File: config.mk
export PLATFORM = sky130hd
export DESIGN_NAME = sac_ctrl
export DESIGN_NICKNAME = d
export VERILOG_FILES = /design/src/hw/rtl/sac_pkg.sv /design/src/hw/rtl/sac_ctrl.sv
export SDC_FILE = /design/constraint.sdc
export NUM_CORES = 1
export LEC_CHECK = 0
export CORE_AREA = 2 2 39 41
export DETAILED_ROUTE_END_ITERATION = 12
export DIE_AREA = 0 0 41 43
export DONT_BUFFER_PORTS = 1
export GPL_TIMING_DRIVEN = 0
export PLACE_DENSITY = 0.3
export SYNTH_ARGS = -nofsm -noshare
export SYNTH_HDL_FRONTEND = slang
export SYNTH_SLANG_ARGS = --single-unit
File: constraint.sdc
create_clock -name clock -period 2.1 [get_ports clock]
set_clock_uncertainty 0.2 [all_clocks]
set_input_delay 0.105 -clock clock [delete_from_list [all_inputs] [get_ports clock]]
set_output_delay 0.105 -clock clock [all_outputs]
set_load 0.05 [all_outputs]
File: src/hw/rtl/sac_pkg.sv
// Package: sizes, register codes and controller/datapath types of the cache tag unit.
package sac_pkg;

   localparam int MAX_SETS  = 1024;
   localparam int MAX_WAYS  = 8;
   localparam int ADDR_BITS = 32;

   localparam int SET_W    = (MAX_SETS > 1) ? $clog2(MAX_SETS) : 1;
   localparam int WAY_W    = (MAX_WAYS > 1) ? $clog2(MAX_WAYS) : 1;
   localparam int RANK_W   = WAY_W;
   localparam int WCNT_W   = $clog2(MAX_WAYS + 1);
   localparam int TAG_W    = (ADDR_BITS < 32) ? ADDR_BITS : 32;
   localparam int CFG_W    = 4;
   localparam int CIDX_W   = 2;
   localparam int CNT_W    = 32;
   localparam int SHIFT_W  = CFG_W + 1;

   localparam logic [CFG_W-1:0] OFFSET_LIMIT = CFG_W'(12);
   localparam logic [CFG_W-1:0] INDEX_LIMIT  = CFG_W'(10);
   localparam logic [CFG_W-1:0] OFFSET_RESET = CFG_W'(6);
   localparam logic [CFG_W-1:0] INDEX_RESET  = CFG_W'(4);
   localparam logic [CFG_W-1:0] WAYS_RESET   = CFG_W'(1);

   // Configuration register indexes
   localparam logic [CIDX_W-1:0] REG_OFFSET_BITS = CIDX_W'(0);
   localparam logic [CIDX_W-1:0] REG_INDEX_BITS  = CIDX_W'(1);
   localparam logic [CIDX_W-1:0] REG_WAYS_IN_USE = CIDX_W'(2);

   // Per-set recency ranks and valid bits, kept in one RAM row
   typedef struct packed {
      logic [MAX_WAYS-1:0][RANK_W-1:0] rank;
      logic [MAX_WAYS-1:0]             valid;
   } meta_type;

   localparam int META_W    = $bits(meta_type);
   localparam int TAG_ROW_W = MAX_WAYS * TAG_W;

   typedef logic [MAX_WAYS-1:0][TAG_W-1:0] tag_row_type;

   // Controller to datapath
   typedef struct packed {
      logic clear_wr;
      logic accept;
      logic lookup;
   } ctrl_cmd_type;

   // Datapath to controller
   typedef struct packed {
      logic clear_last;
   } ctrl_status_type;

endpackage

File: src/hw/rtl/sac_ctrl.sv
// Controller: clearing pass after reset, then accept, lookup and result strobe.
module sac_ctrl (
   input  logic                     clock,
   input  logic                     reset,
   input  logic                     start,
   output logic                     busy,
   output logic                     rsp_valid,
   output sac_pkg::ctrl_cmd_type    cmd,
   input  sac_pkg::ctrl_status_type status
);

   typedef enum logic [2:0] {
      ST_CLEAR  = 3'b001,
      ST_IDLE   = 3'b010,
      ST_LOOKUP = 3'b100
   } state_type;

   state_type state_ff, state_in;
   logic      rsp_valid_ff, rsp_valid_in;

   // Next state
   always_comb begin
      state_in = state_ff;
      case (state_ff)
         ST_CLEAR: begin
            if (status.clear_last) begin
               state_in = ST_IDLE;
            end
         end
         ST_IDLE: begin
            if (start) begin
               state_in = ST_LOOKUP;
            end
         end
         ST_LOOKUP: begin
            state_in = ST_IDLE;
         end
         default: begin
            state_in = ST_CLEAR;
         end
      endcase
   end

   // Commands to the datapath
   always_comb begin
      cmd.clear_wr = (state_ff == ST_CLEAR);
      cmd.accept   = (state_ff == ST_IDLE) && start;
      cmd.lookup   = (state_ff == ST_LOOKUP);
   end

   // Strobe the result in the cycle after the lookup
   assign rsp_valid_in = (state_ff == ST_LOOKUP);

   always_ff @(posedge clock) begin
      if (reset) begin
         state_ff     <= ST_CLEAR;
         rsp_valid_ff <= 1'b0;
      end else begin
         state_ff     <= state_in;
         rsp_valid_ff <= rsp_valid_in;
      end
   end

   assign busy      = (state_ff != ST_IDLE);
   assign rsp_valid = rsp_valid_ff;

endmodule

Yosys cells after proc, flatten, opt, wreduce, memory -nomap -nowiden:

Cells that the tools add are included.
W data, S select, Z words.

* input port bits: 4
* output and inout bits: 5
* register bits after elaboration: 4

* equality and inequality tests: 6
* reduce and logical (&&, ||, !) cells: 2
* mux-type cells: 3

Operators with widths (number)
* $pmux W3 S3: 1
* $mux W3: 2
* $eq A3 B1 Y1 const B: 1
* $eq A3 B2 Y1 const B: 1
* $eq A3 B3 Y1 const B: 1
* $ne A3 B2 Y1 const B: 1
* $ne A2 B1 Y1 const B: 1
* $ne A2 B2 Y1 const B: 1
* $reduce_and A2 Y1: 1
* $logic_and A1 B1 Y1: 1

Longest topological paths before layout:

* depth in word-level cells: 3
* gate-level depth with buffers: 3

Worst setup path before layout:

OpenSTA, ideal clock, no wires.

* path kind: register to register
* from: register state_ff[1]
* to: register state_ff[0]
* cell stages (with the launch flop): 4
* clock period less this slack: 1.707 ns
* path slack: 0.393 ns
* path buffers: 0
* arrival: 1.393 ns
* path through: dfxtp_1 nor3b_2 nand2_1 a21o_1

RTL lines
* start, declared: RTL line sac_ctrl.sv:18 `state_type state_ff, state_in;`
* start signal, assigned: RTL line sac_ctrl.sv:59 `state_ff <= state_in;`

==> run metrics <==
status complete, no violations; largest net degree at the start of global routing 7; ANT cells 0; Final #Nets 31; Synth Area in Adders 0%; Critical Path RT 2030 ps; Layout fillers 156; critical-path cell list nor3b_2, nand2_1, a21o_1; area grow syn2layout 39.2%; Layout Cells excl Fill 41; # DRC 0; Die Y 43 um; initial antenna violation count 0; met3 wire len 41 um; post-route total power 0.000212 W; Die X 41 um; post-synthesis xor/xnor area fraction 4.73%; top cells by area, synth dfxtp_1 43%, a31oi_2 6.8%, nor3b_2 6.8%, or3b_4 6.1%, xor2_1 4.7%; via count 149; Post-Route Setup TNS 0 ps; #FFs+latches synth 4; fin crit share 86.6%; EDFF count, synth 0; top sig layer met4; Worst VDD drop 0.000272 V; Seq pwr share 39.4%; Post-CTS Setup Inserts 0; Min-Delay Path Depth 2; fmax 0.550 GHz; CP Launch Type register; FF-to-FF Start state_ff[1]$_SDFFE_PP0P_; top-count cell post-synth dfxtp_1; core area 1380 um^2; Yosys cell types 14; M1 wire length 191 um; static leakage 0.114 nW; mux contribution to synthesized area 0%; CTS Buf Count 3; Post-synth top flop dfxtp_1; post_cts resized 0; CP max stage delay 730 ps; type of the tightest min-delay check input port to register; area occupied by multi-input gates 93.8 um^2; FFs w/ async S/R, synth 0%; Post-Syn Area 185 um^2; Cells after Synth 19; layout cell share with drive strength beyond 1 28.0%; site row count 14; worst slew pin tran 870 ps; critical path's slowest cell nor3b_2; vias in the first global route 163; CTS tree built; crit path DAT 1750 ps; crit path to state_ff[0]$_SDFFE_PP1P_; Iter 0 DRT Violations 3; r2r setup slk 280 ps; worst hold start start; RSZ-0062 raised after global routing no; Slew Viols, Final 0; clock tree sinks 4; Rel. slew slack 41.8%; Worst Path Max Fanout 6; global-route wire length before repair 724 um; P_sw 0.0000586 W; path type of the worst setup path register to register; PD cells 824 nW/um^2; Clock Power Share 47.2%; FF-to-FF path depth 3; post-synthesis simple-gate area fraction 35.1%; I/O pins 9; Starting Density 13.4%; routability congestion estimate 0.614; H-tree depth 1; average vias per placed instance 3.63; Seq. cell area 80.1 um^2; main combinational cell family by area after synthesis simple AND/OR/NAND/NOR gates; Max Cap Viol 0; routed length per placed instance 10.6 um; Yosys warning count 0; Synth Area in Compound Gates 10.8%; final setup fails 0; cell taking the most area after synthesis dfxtp_1; Setup crit end kind register; Antenna Violating Nets Remaining 0; Worst-path clk slew 40 ps; Post-Route WL 436 um; Clock Path Buffers 2; P_int 0.000154 W; Placed Instances 35; fin crit period 1820 ps; Congestion Overflow GR 0; later-pin clock latency in the skew report 240 ps; R2R Path End state_ff[0]$_SDFFE_PP1P_; Die ar. 1760 um^2; Seq/Total Area, Yosys 43.2%; Crit. Startpoint state_ff[1]$_SDFFE_PP0P_; combinational share of power 13.4%; # port buffers 0; final hold vios 0; Syn Area/Cell 9.75 um^2; sw frac 27.6%; fin util 18.6%; gr usage total 7.32%; TritonRoute pass-1 iters 4; commonest cells in the netlist 4 x dfxtp_1, 2 x nand2_1, 2 x nor2_1; Synth top area share 43.2%; clock root buffer clkbuf_4; WL met2 193 um; Synth Net Count 23
-- metrics by stage --
stage          setup slack, ps  hold slack (ps)  instance area (um^2)
2_1_floorplan              393            -29.4                   185
3_3_place_gp               300            -27.7                   205
3_5_place_dp               290            -27.2                   205
4_1_cts                    284              252                   258
5_1_grt                    155              267                   258
6_report                   281              259                   258
-- sequential cells by signal (all words and copies together), names as in the netlist --
signal     count
rsp_valid      1
state_ff       3
-- logic make-up after synthesis --
kind of cell / count (synthesis)
AO/OA/AOI/OAI: 2
flip-flops: 4
buffers and inverters: 2
AND/OR/NAND/NOR: 10
XOR/XNOR: 1
-- worst min-delay path by stage --
stage	slack [ps]	to
after floorplan	-30	state_ff[1]$_SDFFE_PP0P_
after global placement	-30	state_ff[1]$_SDFFE_PP0P_
after detailed placement	-30	state_ff[1]$_SDFFE_PP0P_
after CTS	250	state_ff[2]$_SDFFE_PP0P_
after global routing	270	state_ff[2]$_SDFFE_PP0P_
final	260	state_ff[2]$_SDFFE_PP0P_
-- layout make-up --
type,instances,area share (%)
plain buffers,1,2.91
clock buffers,3,8.74
inverters,1,1.46
multi-input cells,13,36.4
flip-flops and latches,4,31.1
well taps,16,7.77
repair buffers,3,11.7
-- power by group through the flow --
stage | clock, W | combinational [W] | sequential, W
2_1_floorplan | 0 | 0.0000218 | 0.0000836
6_report | 0.000100 | 0.0000285 | 0.0000836
3_3_place_gp | 0 | 0.0000229 | 0.0000845
4_1_cts | 0.000106 | 0.0000286 | 0.0000835
5_1_grt | 0.000110 | 0.0000307 | 0.0000844
3_5_place_dp | 0 | 0.0000230 | 0.0000848
-- worst max-delay path: cells and delay by family, from the launching register on --
kind | cells | cell delay [ps]
and+or+nand+nor | 2 | 950
DFF | 1 | 360
AOI/OAI and AO/OA | 1 | 200
-- per-layer routing --
metal / track usage [%] / up-vias
met1: 7.37 / 67
met3: 5.24 / 2
li1: - / 74
met4: 12.0 / 0
met5: 0 / -
met2: 6.88 / 6
-- cells in the final DEF (no fill, tap or decap) --
master	n
a31oi_2	1
nand2b_1	1
a21o_1	1
and3_1	1
dfxtp_1	4
nand2_1	2
nor2b_1	1
dlygate4sd3_1	3
nor3b_2	1
or3b_4	1
clkbuf_4	3
xor2_1	1
nand3b_1	1
buf_4	1
nor2_1	2
inv_1	1
-- what timing repair did --
item | in CTS | in global routing
hold endpoints to repair | 4 | 0
endpoints found under the setup margin | 0 | 0
hold buffers | 3 | 0
(Power assumes the default switching activity.)
